`config.mk`:
```
export PLATFORM = sky130hd
export DESIGN_NAME = akf_mul
export DESIGN_NICKNAME = d
export VERILOG_FILES = /design/src/hw/rtl/akf_pkg.sv /design/src/hw/rtl/akf_mul.sv
export SDC_FILE = /design/constraint.sdc
export NUM_CORES = 2
export LEC_CHECK = 0
export BUFFER_PORTS_ARGS = -buffer_cell sky130_fd_sc_hd__buf_2
export CAP_MARGIN = 5
export CORE_MARGIN = 3
export CORE_UTILIZATION = 25
export CTS_CLUSTER_SIZE = 10
export DETAILED_ROUTE_END_ITERATION = 10
export PLACE_DENSITY = 0.46
export SLEW_MARGIN = 20
export SYNTH_ARGS = -nofsm -noshare
export SYNTH_HDL_FRONTEND = slang
export SYNTH_SLANG_ARGS = --single-unit
```
`constraint.sdc`:
```
create_clock -name clk -period 20.5 [get_ports clk]
set_input_delay 0 -clock clk [delete_from_list [all_inputs] [get_ports clk]]
set_output_delay 0 -clock clk [all_outputs]
set_load 0.01 [all_outputs]
```
`src/hw/rtl/akf_pkg.sv`:
```
// Shared types, constants and saturation helpers for the angle Kalman filter.
package akf_pkg;

  localparam int ANGLE_FRAC_BITS = 16;
  localparam int COV_FRAC_BITS   = 24;
  localparam int DT_FRAC_BITS    = 16;
  localparam int GAIN_FRAC_BITS  = 30;

  localparam int MUL_A_W = 36;
  localparam int MUL_B_W = 33;
  localparam int PROD_W  = MUL_A_W + MUL_B_W;
  localparam int NUM_W   = 32 + GAIN_FRAC_BITS;
  localparam int DEN_W   = 34;
  localparam int ACC_W   = 40;

  localparam logic [31:0] ANG_NOISE_RST  = 32'd16777;
  localparam logic [31:0] BIAS_NOISE_RST = 32'd50332;
  localparam logic [31:0] MEAS_NOISE_RST = 32'd503316;

  typedef enum logic [1:0] {
    CFG_ANGLE_NOISE = 2'd0,
    CFG_BIAS_NOISE  = 2'd1,
    CFG_MEAS_NOISE  = 2'd2
  } cfg_index_t;

  typedef enum logic [4:0] {
    ST_IDLE,
    ST_RATE,
    ST_M_ANG,
    ST_M_P11,
    ST_INNER,
    ST_M_P00,
    ST_M_QB,
    ST_S,
    ST_DIV0_GO,
    ST_DIV0_WAIT,
    ST_DIV1_GO,
    ST_DIV1_WAIT,
    ST_M_K0Y,
    ST_M_K1Y,
    ST_M_K0P00,
    ST_M_K0P01,
    ST_M_K1P00,
    ST_M_K1P01,
    ST_FIN
  } state_t;

  typedef struct packed {
    logic              start;
    logic [NUM_W-1:0]  num;
    logic [DEN_W-1:0]  den;
  } div_req_t;

  function automatic logic ovf32(input logic signed [ACC_W-1:0] v);
    return (v > ACC_W'(64'sd2147483647)) || (v < -ACC_W'(64'sd2147483648));
  endfunction

  function automatic logic signed [31:0] clamp32(input logic signed [ACC_W-1:0] v);
    if (v > ACC_W'(64'sd2147483647)) begin
      return 32'sh7fffffff;
    end else if (v < -ACC_W'(64'sd2147483648)) begin
      return 32'sh80000000;
    end
    return v[31:0];
  endfunction

endpackage

```
`src/hw/rtl/akf_mul.sv`:
```
// Shared registered signed multiplier.
module akf_mul (
  input  logic                            clk,
  input  logic signed [akf_pkg::MUL_A_W-1:0] a,
  input  logic signed [akf_pkg::MUL_B_W-1:0] b,
  output logic signed [akf_pkg::PROD_W-1:0]  prod
);
  import akf_pkg::*;

  always_ff @(posedge clk) begin
    prod <= PROD_W'(a) * PROD_W'(b);
  end

endmodule

```
Yosys cells after proc, flatten, opt, wreduce, memory -nomap -nowiden

Cells that the tools add are included.

Register bits: 69
Bits of input ports: 70
Logic and storage cells: 2

$mul: 1

Operators by type and width:

| operator                                       | count |
|---|---|
| 36-bit by 33-bit multiplier with 69-bit output | 1 |

Longest topological paths before layout

Depth after elaboration: 1
Depth in mapped cells: 29
Depth with buffers taken out: 27

Least setup slack after synthesis

OpenSTA, ideal clock, no wires.

Path kind: input port to flip-flop
Start: in a[35] in the netlist's numbering
End: reg prod[66] in the netlist's numbering
Library setup time: 0.120 ns
Arrival time: 7.269 ns
Setup slack: 13.111 ns
Stages: 25
Path buffers: 2
Path through: clkbuf_1 -> and2_1 -> fa_1 -> fa_1 -> fa_1 -> fa_1 -> inv_1 -> fa_1 -> inv_1 -> fa_1 -> fa_1 -> inv_1 -> fa_1 -> inv_1 -> ha_1 -> clkbuf_1 -> and3_1 -> and2_1 -> and3_1 -> a21oi_1 -> o21a_1 -> o21ai_2 -> and2_1 -> o41a_1 -> xor2_1

Cells in the longest elaborated chain, start to end: 1

Ends and longest elaborated chain:

| element                                        | RTL line      | source |
|---|---|---|
| start: declaration                             | akf_mul.sv:4  | `input logic signed [akf_pkg::MUL_A_W-1:0] a,` |
| 36-bit by 33-bit multiplier with 69-bit output | akf_mul.sv:11 | `prod <= PROD_W'(a) * PROD_W'(b);` |
| end signal: assignment                         | akf_mul.sv:11 |  |
| end: declaration                               | akf_mul.sv:6  | `output logic signed [akf_pkg::PROD_W-1:0] prod` |

No other way between the ends.

Worst setup path after layout

Start: in b[0] in the netlist's numbering
End: reg prod[57] in the netlist's numbering

Cells in the longest elaborated chain, start to end: 1

Ends and longest elaborated chain:

| element                                        | RTL line      | source |
|---|---|---|
| start: declaration                             | akf_mul.sv:5  | `input logic signed [akf_pkg::MUL_B_W-1:0] b,` |
| 36-bit by 33-bit multiplier with 69-bit output | akf_mul.sv:11 |  |

No other way between the ends.

==> flow_summary.toml <==
[outcome]
outcome = "completed"

[routing]
final_antenna_net_count = 0
postRouteWirelength_mm = 135
dr.pass1.iters = 6
vias = 29770
first_iter_violations = 1266
vias_per_cell = 4.32
wire_per_inst_um = 19.6
drcViolationCount = 0

[grt]
grt_first_pass_wirelength_mm = 212
grtUsageTotal_pct = 15.6
antenna_found_initial = 8
grt_max_degree = 37
overflow = 0
grt_pass1_vias = 33700

[clock_network]
clock_sinks = 69
post_cts_resized = 0
cts_tree = "yes"
numCtsBuffers = 9
clock_tree.root_cell = "clkbuf_16"
clock_path_buffers = 2
ctsHoldBuffers = 0
htree_levels = 3
postCtsSetupBuffers = 0
clk_pin_slew_worst_paths_ns = 0.07

[min_path]
hold_path.class = "primary input to flip-flop"
holdPathEnd = "prod[0]"
min_from = "a[0]"
hold_depth = 3

[sta]
slew_headroom_pct = 28.8
timing.final.crit_period_ns = 8.57
rsz0062_at_grt = "no"
worstMarginPinSlew_ns = 1.06
drv_slew = 0
finalSetupTns_ns = 0
fin_crit_sh_pct = 41.8
setup_viol = 0
final_hold_viol_count = 0
clock.fmax_mhz = 117

[setup_path]
worstPathArrival_ns = 8.82
cpPeakStageDelay_ns = 0.94
slowest_stage = "fa_1"
cp.required_ns = 20.76
criticalPathCategory = "primary input to flip-flop"
cp-start-kind = "primary input"
cpMostUsedCell = "fa_1"
cp.buffers_inverters = 6
worstPathMaxFanout = 36
endpoint_kind = "flip-flop"
path_cells = "buf_2 -> nand2_1 -> inv_1 -> fa_1 -> fa_1 -> fa_1 -> fa_1 -> inv_1 -> fa_1 -> inv_1 -> fa_1 -> fa_1 -> inv_1 -> fa_1 -> inv_1 -> ha_1 -> nand3_1 -> nor3_1 -> nand2_1 -> a2111oi_0 -> o21a_1 -> a211o_1 -> a21boi_0 -> xnor2_1"
cpLargestDelayFamily = "adder cells"

[cells_and_area]
reg_top3 = "prod (69)"
layout.nets = 6100
stdcell_area_sq_um = 46500
drive_above_1_share_pct = 4.35
regMostFlops = "prod"
syn_to_final_growth_pct = 7.34
final_util_pct = 27.0
mostFrequentLayoutCells = "fa_1 (1238), inv_1 (1224), and2_1 (602), nand2_1 (602), ha_1 (223)"
final_common_cell = "fa_1"
largest_reg_flops = 69

[synthesis]
synthFlopType = "dfxtp_1"
synth.distinct_cells = 54
synthArstFlopShare_pct = 0
synth-edff-count = 0
synth_warnings = 0
syn_area_sq_um = 43300
synthesis.nets = 6167
synth_cells = 4636
yosysSeqAreaShare_pct = 3.19
synth-seq-cells = 69
synth.avg_cell_area_sq_um = 9.34

[placement]
port_buffers = 138
place_congestion = 0.825
dp_hpwl_mm = 106
place_area_sq_um = 46200

[die]
std_cell_rows = 152
pin_count = 139
die_area_sq_um = 178000
core-area_sq_um = 172000
chipWidth_um = 422
dieHeight_um = 422
initial_core_util_pct = 25.2

[job]
maxCapViolations = 0
## worst max path at each step
stage	end	start	slack [ns]	cells past startpoint
after floorplan	prod[66]	a[35]	13.11	25
after global placement	prod[57]	b[3]	11.55	24
after detailed placement	prod[57]	b[0]	11.56	24
after CTS	prod[57]	b[0]	11.90	24
after global routing	prod[57]	b[0]	11.44	24
final	prod[57]	b[0]	11.93	24
## kinds of logic (layout without fill, tap and decap cells)
kind of cell	after synthesis	count (layout)	synth area share, %
fa+ha+maj	1461	1461	63.7
compound gates	213	213	3.30
buf+inv	1469	1407	12.8
xor+xnor	77	77	1.56
simple gates	1347	1347	15.5
flops	69	69	3.19
other cells	0	9	0
## per-stage QoR
| step | hold WS, ns | worst slack [ns] | cells |
|---|---|---|---|
| floorplan | 0.127 | 13.11 | 4636 |
| global placement | 0.396 | 11.55 | 6868 |
| detailed placement | 0.396 | 11.56 | 6868 |
| CTS | 0.233 | 11.90 | 6884 |
| global route | 0.266 | 11.44 | 6886 |
| finish | 0.254 | 11.93 | 6893 |
## layer usage
layer  routed length, um  part of all wire, %  vias to the layer above  GRT usage (%)
li1                    -                    -                    12944              -
met1               55400                   41                    16099           19.6
met2               71900                   53                      585           28.8
met3                4180                  3.1                      142           1.34
met4                3810                  2.8                        0           3.65
met5                   0                    0                        -              0
## synthesized netlist by cell type, drive strengths merged, types with 2 or more instances
cell	count	share of area (%)
a2111oi	4	0.17
a211o	2	0.040
a211oi	11	0.24
a21boi	3	0.052
a21o	24	0.42
a21oi	71	0.85
a221oi	4	0.095
a31oi	7	0.10
a41oi	4	0.081
and2	602	8.7
and3	5	0.072
and4	2	0.040
buf	7	0.11
clkbuf	238	2.1
dfxtp	69	3.2
fa	1238	57
ha	223	6.4
inv	1224	11
nand2	603	5.2
nand2b	14	0.20
nand3	9	0.10
nand4	17	0.26
nor2	72	0.62
nor2b	5	0.072
nor3	13	0.15
o211ai	9	0.16
o21a	7	0.12
o21ai	44	0.53
o21bai	9	0.16
o31ai	7	0.15
or2	3	0.043
xnor2	48	0.97
xor2	29	0.59
## area by class of cell
class	count	area, sq um
Sequential cell	69	1380
Multi-Input combinational cell	3098	36400
Tap cell	2310	2890
Clock buffer	10	229
Antenna cell	9	22.5
Fill cell	18596	125000
Clock inverter	6	71.3
Inverter	1224	4590
Timing Repair Buffer	167	908
Power is left out: the tool's default activity adds up to more than one toggle a clock period on the data nets, which glitch-free logic cannot reach.
