$ cat config.mk
export PLATFORM = sky130hd
export DESIGN_NAME = akf_div
export DESIGN_NICKNAME = d
export VERILOG_FILES = /design/src/hw/rtl/akf_pkg.sv /design/src/hw/rtl/akf_div.sv
export SDC_FILE = /design/constraint.sdc
export NUM_CORES = 1
export LEC_CHECK = 0
export ABC_AREA = 1
export ABC_CLOCK_PERIOD_IN_PS = 3400
export BUFFER_PORTS_ARGS = -buffer_cell sky130_fd_sc_hd__buf_4
export CAP_MARGIN = 0
export CORE_MARGIN = 8
export CORE_UTILIZATION = 52
export CTS_BUF_LIST = sky130_fd_sc_hd__clkbuf_2 sky130_fd_sc_hd__clkbuf_4 sky130_fd_sc_hd__clkbuf_8
export DETAILED_ROUTE_END_ITERATION = 12
export PLACE_DENSITY_LB_ADDON = 0.15
export SLEW_MARGIN = 0
export SYNTH_ARGS = -nofsm -noshare
export SYNTH_HDL_FRONTEND = slang
export SYNTH_SLANG_ARGS = --single-unit
$ cat constraint.sdc
create_clock -name clk -period 3.4 [get_ports clk]
set_input_delay 0.34 -clock clk [delete_from_list [all_inputs] [get_ports clk]]
set_output_delay 0.34 -clock clk [all_outputs]
set_load 0.02 [all_outputs]
$ cat src/hw/rtl/akf_pkg.sv
// Shared types, constants and saturation helpers for the angle Kalman filter.
package akf_pkg;

  localparam int ANGLE_FRAC_BITS = 16;
  localparam int COV_FRAC_BITS   = 24;
  localparam int DT_FRAC_BITS    = 16;
  localparam int GAIN_FRAC_BITS  = 30;

  localparam int MUL_A_W = 36;
  localparam int MUL_B_W = 33;
  localparam int PROD_W  = MUL_A_W + MUL_B_W;
  localparam int NUM_W   = 32 + GAIN_FRAC_BITS;
  localparam int DEN_W   = 34;
  localparam int ACC_W   = 40;

  localparam logic [31:0] ANG_NOISE_RST  = 32'd16777;
  localparam logic [31:0] BIAS_NOISE_RST = 32'd50332;
  localparam logic [31:0] MEAS_NOISE_RST = 32'd503316;

  typedef enum logic [1:0] {
    CFG_ANGLE_NOISE = 2'd0,
    CFG_BIAS_NOISE  = 2'd1,
    CFG_MEAS_NOISE  = 2'd2
  } cfg_index_t;

  typedef enum logic [4:0] {
    ST_IDLE,
    ST_RATE,
    ST_M_ANG,
    ST_M_P11,
    ST_INNER,
    ST_M_P00,
    ST_M_QB,
    ST_S,
    ST_DIV0_GO,
    ST_DIV0_WAIT,
    ST_DIV1_GO,
    ST_DIV1_WAIT,
    ST_M_K0Y,
    ST_M_K1Y,
    ST_M_K0P00,
    ST_M_K0P01,
    ST_M_K1P00,
    ST_M_K1P01,
    ST_FIN
  } state_t;

  typedef struct packed {
    logic              start;
    logic [NUM_W-1:0]  num;
    logic [DEN_W-1:0]  den;
  } div_req_t;

  function automatic logic ovf32(input logic signed [ACC_W-1:0] v);
    return (v > ACC_W'(64'sd2147483647)) || (v < -ACC_W'(64'sd2147483648));
  endfunction

  function automatic logic signed [31:0] clamp32(input logic signed [ACC_W-1:0] v);
    if (v > ACC_W'(64'sd2147483647)) begin
      return 32'sh7fffffff;
    end else if (v < -ACC_W'(64'sd2147483648)) begin
      return 32'sh80000000;
    end
    return v[31:0];
  endfunction

endpackage

$ cat src/hw/rtl/akf_div.sv
// Restoring unsigned divider, one quotient bit per cycle.
module akf_div (
  input  logic                      clk,
  input  logic                      rst,
  input  akf_pkg::div_req_t         req,
  output logic                      done,
  output logic [akf_pkg::NUM_W-1:0] quo
);
  import akf_pkg::*;

  localparam int CNT_W = $clog2(NUM_W);

  logic [DEN_W-1:0] den;
  logic [DEN_W-1:0] rem;
  logic [CNT_W-1:0] cnt;
  logic             run;
  logic [DEN_W:0]   trial;
  logic             fits;

  assign trial = {rem, quo[NUM_W-1]};
  assign fits  = trial >= {1'b0, den};

  always_ff @(posedge clk) begin
    if (rst) begin
      run  <= 1'b0;
      done <= 1'b0;
      cnt  <= '0;
    end else begin
      done <= 1'b0;
      if (req.start) begin
        run <= 1'b1;
        cnt <= '0;
      end else if (run) begin
        cnt <= cnt + 1'b1;
        if (cnt == CNT_W'(NUM_W - 1)) begin
          run  <= 1'b0;
          done <= 1'b1;
        end
      end
    end
  end

  always_ff @(posedge clk) begin
    if (req.start) begin
      den <= req.den;
      rem <= '0;
      quo <= req.num;
    end else if (run) begin
      rem <= fits ? DEN_W'(trial - {1'b0, den}) : trial[DEN_W-1:0];
      quo <= {quo[NUM_W-2:0], fits};
    end
  end

endmodule

# Word level (Yosys, flattened, before mapping)
# Cells that the tools add are included.
# op_classes
addsub	2
magnitude_cmp	1
n_eq_ne	1
muxes	7
n_bitwise	1
n_reduce_logical	3
# op_table
cell	count
two-way mux 62 bit	2
>= comparator 35 x 34 -> 1 bit	1
two-way mux 34 bit	1
subtractor 34 bit	1
adder 6 x 1 -> 6 bit (second input constant)	1
== test 6 bit (second input constant)	1
two-way mux 1 bit	4
OR reduction 3 bit	1
nonzero test 2 bit	1
OR reduction 2 bit	1
inverter 1 bit	1
# totals
regBits	138
input_bits	99
elab_cells	21

# Longest topological paths before layout
# Gate-level depths: netlist of run 1.
# logic_depth
ltp_word	4
ltp_mapped	16
mapped_depth_nobuf	16

# Least setup slack after synthesis of run 1
# OpenSTA, ideal clock, no wires.
# synth_timing
path_type	flip-flop to flip-flop
from	register run
to	register quo[0] (netlist name) (enable)
setup_time_ps	452
arrival_time_ps	2659
required_time_ps	2948
setup_slack_ps	289
path_stages_with_launch	5
n_path_buf	2
period_less_slack_ps	3111
path_cell_list	dfxtp_1 clkbuf_1 nor2_1 inv_1 clkbuf_1
# synth_between
elab_chain_cells	1
# synth_rtl
item	line_no	text
start: declaration	akf_div.sv:16	logic run;
start signal: assignment	akf_div.sv:25	run <= 1'b0;
start signal: assignment	akf_div.sv:31	run <= 1'b1;
start signal: assignment	akf_div.sv:36	run <= 1'b0;
nonzero test 2 bit (no source line)	n/a	
end signal: assignment	akf_div.sv:47	quo <= req.num;
end signal: assignment	akf_div.sv:50	quo <= {quo[NUM_W-2:0], fits};
end: declaration	akf_div.sv:7	output logic [akf_pkg::NUM_W-1:0] quo
# Every way passes these cells.
# A chain may end at the register's enable or synchronous reset.

# Final worst setup path of run 1
# layout_timing
from	register den[8]
to	register rem[15]
# layout_between
elab_chain_cells	2
elab_cells_between_ends	3
cone_classes	add/sub (1); order compare (1); mux (1)
# layout_rtl
item	line_no	text
start: declaration	akf_div.sv:13	logic [DEN_W-1:0] den;
start signal: assignment	akf_div.sv:45	den <= req.den;
subtractor 34 bit / >= comparator 35 x 34 -> 1 bit (equally long branches)	akf_div.sv:49, akf_div.sv:21	
two-way mux 34 bit (*)	akf_div.sv:49	rem <= fits ? DEN_W'(trial - {1'b0, den}) : trial[DEN_W-1:0];
end signal: assignment	akf_div.sv:49	
end: declaration	akf_div.sv:14	logic [DEN_W-1:0] rem;
# Mark *: on every way between the ends. The rest lies on a longest branch, timed or not.

==> results of run 1 <==
cell usage after synthesis (3+ instances only):
cell      count
dfxtp_1      42
ha_1         36
buf_2         6
nand3_1      79
nand3_2      16
nor3_1        6
a21oi_1      25
o21ai_0      13
nand3b_1     17
inv_1       162
nand2_2       8
nand4_1       6
nor2_1       48
inv_2        14
edfxtp_1     96
a31oi_1       3
clkbuf_1     16
o21ai_1      16
nor2_4        4
xnor2_1      16
buf_4         3
and2_1        3
nand2_1     461
worst paths after layout:
check	startpoint	to	slack [ns]	cells after the start
worst min register to register	rem[20]	rem[20]	0.47	2
worst max register to register	den[8]	rem[15]	0.91	13
worst max-delay path	den[8]	rem[15]	0.91	13
worst min-delay path	req[33]	den[33]	0.05	1
worst max-delay path, cell delays in order, from the launching register on:
cell and delay (ns):
edfxtp_1 0.33, inv_1 0.04, ha_1 0.36, nand2_1 0.13, inv_1 0.06, nand2_1 0.15
nor2_4 0.05, nand2_2 0.07, nor3_4 0.05, a21oi_4 0.52, nand2_8 0.29, nand2_1 0.13
nand3_1 0.10, o21ai_1 0.13
report_power, final:
group	internal (mW)	switching (mW)
Sequential	1.93	0.0609
Combinational	0.270	0.401
Clock	0.695	0.636
cell families after synthesis:
logic type                 share of synthesized area
AOI/OAI and AO/OA                             0.0410
xor gates and xnor gates                      0.0187
adders and majority gates                     0.0558
buffers and inverters                         0.0975
DFF                                            0.442
and+or+nand+nor                                0.345
metal layers:
| layer | vias to the layer above | global-route usage | share of wire |
|---|---|---|---|
| met3 | 35 | 0.0985 | 0.11 |
| met4 | 0 | 0.0874 | 0.025 |
| met5 | - | 0 | 0 |
| li1 | 3849 | - | - |
| met1 | 3354 | 0.275 | 0.43 |
| met2 | 249 | 0.360 | 0.44 |
flip-flops by register name (all words and copies together) (netlist names):
name	cells
quo	62
done	1
den	34
run	1
rem	34
cnt	6
layout make-up:
| cell class | instances | area share |
|---|---|---|
| sequential | 138 | 0.365 |
| multi-input combinational | 779 | 0.381 |
| inverter | 177 | 0.0652 |
| clock buffer | 23 | 0.0274 |
| tap | 216 | 0.0265 |
| timing repair buffer | 167 | 0.124 |
| clock inverter | 9 | 0.0102 |
per-stage QoR:
step	utilization	area (sq um)	hold slack, ns	power (mW)
after floorplan	-	8430	0.439	2.39
after global placement	0.618	9810	0.457	2.70
after detailed placement	0.618	9810	0.464	2.71
after CTS	0.642	10200	0.0228	4.03
after global routing	0.642	10200	0.0230	4.18
final	0.642	10200	0.0515	4.00
==> metrics list, run 1 <==
- Run status: finished, final reports clean
- Normalized max-slew margin: 0.315
- Via density per instance: 4.96
- Of the cells placed in the final design, the portion with a size suffix greater than 1 is 0.196.
- In the final design database the tool counted 1416 nets.
- Clock latency of the later-clocked register in the worst-skew pair: 0.46 ns
- Endpoint class of the critical path: flop
* Setup total negative slack: 0 ns
* Hold-fix buffers, CTS: 0
- Worst path setup slack after routing: 0.908 ns
- RSZ-0062 raised after global routing: no
- In this run the post-CTS setup repair buffer count came out at 0.
- For this run, the leading register cell type out of synthesis is edfxtp_1.
* Gate count after technology mapping: 1123
- Required time worst endpoint: 3.78 ns
- Number of warnings reported in the yosys synthesis log: 0
- Resized Gates After CTS: 0
- The clock tree synthesis step divided the H-tree into 4 levels.
- The first TritonRoute pass finished after 5 iterations.
* Cell taking the most area after synthesis: edfxtp_1
- Final clock period utilization by the worst path: 0.733
- Fmax: 0.401 GHz
- Summed over all cells, the static leakage comes to about 5.3 nW.
- The library cell used most frequently in the layout, excluding fill and tap cells, is nand2_1.
* Number of nets in the synthesized netlist: 1259
- VDD sags by at most 0.272 mV.
- Max Cap Viol: 0
- Entering global routing, the biggest net connects 64 pins.
- Sequential cell area in the final layout: 0.00372 sq mm
* Global placer's final weighted congestion: 0.937
- Cell variety after synth: 43
- Sequential cell area fraction in the yosys report: 0.442
- Prior to clock tree synthesis, the placed netlist has a worst setup slack of around 0.95 ns.
- Fin. max-slew vios: 0
- Total standard cell area after synthesis: 0.00843 sq mm
- Num CTS Buffers: 17
* Grt total ovfl: 0
- The final number of hold-violating endpoints is 0.
* Wire length of the first global-routing pass: 37000 um
* Worst Setup Path Type: reg -> reg
- Clock-pin slew was measured on the worst setup and hold paths at approximately 0.080 ns.
- Cell types with the largest area share after synthesis: edfxtp_1, nand2_1, dfxtp_1
* Final critical path time including I/O delays and setup: 2.49 ns
- CTS tree: built
* Starting density of the core: 0.530
- Row generation in the floorplan step produced 46 rows.
- Number of sinks handled by clock tree synthesis: 138
- Once detail routing completed, the nets flagged for antenna violations numbered 0.
* Clock tree root driver cell: clkbuf_8
* IO Pins: between 150 and 200
- The first routing iteration left 500 violations.
- In the global route stage, overall resource usage came out at 0.230.
* Data arrival time at the worst-slack endpoint: 2.87 ns
- Routed wire length: between 20000 and 25000 um
- Placeable core region: 0.0159 sq mm
- The layout has 1472 filler cells.
- Maximum number of buffers from clock root to sink: 2
- Pwr per Cell Area: 392 mW/mm^2
- Die width: 143 um
- Type of origin of the critical path: flop
- The number of global-route vias before repair came to 7566.
- Once placement completed, the tool counted placed cells totaling 1477.
- Mean Syn Cell Area: 7.50 sq um
* FF+latch count, synth: 138
- Antenna fix cells: 0
- Non-filler cells, final: 1509
- DRC viols: 0
* Highest-count cells in the layout ignoring fill and taps: nand2_1, buf_4, inv_1, edfxtp_1, nand3_1
* Worst Hold Class: in -> reg
- Final Setup Violations: 0
- Relative to the synthesized area, the layout overhead comes to 21.0%.
* PortBufs: 161
* Post-route clock skew: 0.0143 ns
- The die covers 0.0205 sq mm.
* Die height: 143 um
- At the pin with the least slew margin, the transition time is just over 1 ns.
- Along the worst path, the maximum fanout reaches 33.
- The share of synthesized area in the top cell type comes to 0.342.
* Combined area of the multi-input logic cells: between 0.003 and 0.004 sq mm
- Initial antenna violation count: 0
* Async set-or-reset flop fraction in the synthesized netlist: 0
- Placed wire-length estimate: 17100 um
* Mean routed wirelength per cell: 14.9 um
* Number of enable flip-flop cells after synthesis: 96
- Vias: 7487
Power figures use the tool's default switching activity.
==> inputs of run 2 (changes only) <==
--- a/config.mk
+++ b/config.mk
@@ -6,11 +6,11 @@
 export NUM_CORES = 1
 export LEC_CHECK = 0
 export ABC_AREA = 1
-export ABC_CLOCK_PERIOD_IN_PS = 3400
+export ABC_CLOCK_PERIOD_IN_PS = 2500
 export BUFFER_PORTS_ARGS = -buffer_cell sky130_fd_sc_hd__buf_4
 export CAP_MARGIN = 0
 export CORE_MARGIN = 8
-export CORE_UTILIZATION = 52
+export CORE_UTILIZATION = 58
 export CTS_BUF_LIST = sky130_fd_sc_hd__clkbuf_2 sky130_fd_sc_hd__clkbuf_4 sky130_fd_sc_hd__clkbuf_8
 export DETAILED_ROUTE_END_ITERATION = 12
 export PLACE_DENSITY_LB_ADDON = 0.15
==> constraint.sdc (replaced) <==
create_clock -name clk -period 2.5 [get_ports clk]
set_input_delay 0.25 -clock clk [delete_from_list [all_inputs] [get_ports clk]]
set_output_delay 0.25 -clock clk [all_outputs]
set_load 0.02 [all_outputs]
==> run 2 against run 1 <==
Against the previous run: sequential share of layout area decreased by 1.4 points; clock power rose by 43%; clock-buffer cell count decreased by 3; critical endpoint is now rem[33]; largest power group unchanged.
==> metrics list, run 2 (synthesis results as in run 1) <==
* Run status: finished, final reports clean
- After detailed routing, the average wire length per cell comes to 15.6 um.
- In this run the tightest slew margin relative to its limit is 0.545.
- Leaving out fill and tap cells, the most frequent cell in the layout is nand2_1.
- P&R area growth vs syn: 25.9%
- Dominant cell type by count on the critical path: nand2_1
- Global placer's final weighted congestion: 0.985
* Fraction of final layout cells sized beyond drive strength 1: 0.201
* Reg with most FFs: quo
- For this block, the initial DRC count from the detailed router was 637.
* Worst Hold Endpoint: quo[44]
- Placed wire-length estimate: 17600 um
- The number of cells on the worst reg-to-reg path is 15.
- For the pin with the worst max-slew slack, the measured transition is 0.682 ns.
- Grt total ovfl: 0
- The number of antenna diodes in the final layout is 0.
* Relative contribution of the clock network to total power: 0.340
- Final clock period utilization by the worst path: 0.936
- The root buffer cell chosen for the clock tree is clkbuf_8.
- The die covers between 0.015 and 0.02 sq mm.
- DRC viols: 0
- In this run the deepest clock path goes through 2 buffers.
- Of the total power, the share spent switching nets is 0.285.
- Standard-cell rows: 44
* Registers with the most flip-flops: quo x62, den x34, rem x34
- The number of global-route vias before repair was 7726.
- Critical path's largest stage delay: 0.39 ns
* Num CTS Buffers: 17
* Fin. max-slew vios: 0
- Across every metal layer, demand over resource in global routing totals 0.257.
* CP Max Fanout: 20
* Worst-path cell chain: inv_1 > ha_1 > nand2_1 > inv_2 > nand2_2 > nor2_4 > nand2_2 > nor3_4 > a21oi_4 > buf_4 > nand3_1 > nand2_1 > inv_1 > nand2_1 > nand2_1
- The finished layout holds 1518 standard cells, fillers aside.
- Placed Cells: 1451
- Total power: 5.59 mW
* Post-route clock skew: about 0.011 ns
- The worst-case IR drop observed on VDD is between 0.4 and 0.5 mV.
* Type of origin of the critical path: flop
- The setup check on the worst reg-to-reg path leaves a slack of 0.16 ns.
- IO Pins: between 150 and 200
- In the layout the commonest cells are nand2_1, buf_4, inv_1, edfxtp_1, nand3_1.
- Entering global routing, the biggest net connects slightly above 60 pins.
- After detailed routing, the number of vias per cell comes to between 5 and 6.
* Comb pwr share: 0.174
* Count of antenna-violating nets left after detailed routing: 0
- In this run the power density over the cells is ~530 mW/mm^2.
- Clock-pin slew was measured on the worst setup and hold paths at about 0.090 ns.
- The routed layout has 7853 vias.
* CTS H-tree depth: 4
- The floorplan step set the die width to 137 um.
- For the worst setup path, the data required time is about 2.9 ns.
- Number of flip-flops in the largest register: a little over 60
* Post-CTS repair timing setup buffer count: 0
- The endpoint identified for the worst register-to-register timing path is rem[33].
- Max-cap violations in this run came to 0.
- Clock latency of the later-clocked register in the worst-skew pair: roughly 0.45 ns
* CTS tree: built
- Number of sinks handled by clock tree synthesis: 138
- Hold Violations, Final: 0
- Final-stage net count: 1457
* Endpoint class of the critical path: flop
* PortBufs: 161
* Placeable core region: 0.0144 sq mm
- The largest individual stage delay along the critical path comes from the cell ha_1.
* Fmax: 0.427 GHz
- Worst Hold Class: in -> reg
- Static Leak: ~5.5 nW
* Routed wire length: approximately 24000 um
- Starting density of the core: 0.586
* Switching power: 1.59 mW
* Fin Hold WS: 0.0558 ns
- The worst hold path passes through 3 cells.
* Final critical path time including I/O delays and setup: 2.34 ns
- Final Setup Violations: 0
- For this run, the detailed router's first-pass iteration total came to 6.
- For the worst setup path, the data arrival time is 2.69 ns.
* Wire length of the first global-routing pass: 37600 um
- Initial antenna violation count: 0
- Cell internal power dissipation: approximately 4.0 mW
* Reg-to-reg startpoint: den[14]
- Of the total power, registers draw 0.486.
* Die height: 137 um
* Worst Setup Path Type: reg -> reg
- Startpoint of the lowest-slack hold path: req[78]
==> run 2: worst max-delay path by stage <==
stage	start	end	slack [ns]	cells after the start
2_1_floorplan	quo[61]	rem[32]	0.32	16
3_3_place_gp	den[2]	quo[0]	0.14	13
3_5_place_dp	den[2]	rem[33]	0.10	17
4_1_cts	quo[61]	rem[32]	0.06	16
5_1_grt	quo[61]	rem[32]	-0.006	16
6_report	den[14]	rem[33]	0.16	15
==> run 2: routing by layer <==
| layer | vias to the layer above | routed length (um) | GRT usage |
|---|---|---|---|
| li1 | 3934 | - | - |
| met1 | 3535 | 9800 | 0.314 |
| met2 | 346 | 11000 | 0.418 |
| met3 | 38 | 2510 | 0.0947 |
| met4 | 0 | 396 | 0.0750 |
| met5 | - | 0 | 0 |
==> run 2: power by group through the flow <==
stage / Combinational (mW) / Sequential [mW] / Clock, mW
CTS: 0.975 / 2.72 / 1.92
global placement: 0.916 / 2.76 / 0
finish: 0.975 / 2.72 / 1.90
detailed placement: 0.926 / 2.76 / 0
floorplan: 0.377 / 2.87 / 0
global route: 1.06 / 2.74 / 2.02
==> run 2: cell type report <==
class | instances | area, sq um
Tap cell | 184 | 230
Inverter | 177 | 664
Timing Repair Buffer | 207 | 1670
Multi-Input combinational cell | 780 | 3920
Clock inverter | 12 | 140
Clock buffer | 20 | 269
Fill cell | 1139 | 3760
Sequential cell | 138 | 3720
==> run 2: what timing repair did <==
action / in CTS / in global routing
resized for setup: 0 / 8
hold buffers: 34 / 0
hold endpoints to repair: 34 / 0
setup endpoints to repair: 0 / 11
==> run 2: per-stage QoR <==
step	setup slack (ns)	util	TNS, ns	cell area, sq um
floorplan	0.322	-	0	8430
global placement	0.136	0.684	0	9830
detailed placement	0.101	0.684	0	9830
CTS	0.0645	0.736	0	10600
global route	-0.00612	0.739	-0.00612	10600
finish	0.160	0.739	0	10600
==> run 2: worst max-delay path, delay by kind of cell (launching register included) <==
| family | cells | cell delay [ns] |
|---|---|---|
| flops | 1 | 0.34 |
| buf+inv | 4 | 0.48 |
| fa+ha+maj | 1 | 0.39 |
| simple gates | 9 | 0.74 |
| compound gates | 1 | 0.29 |
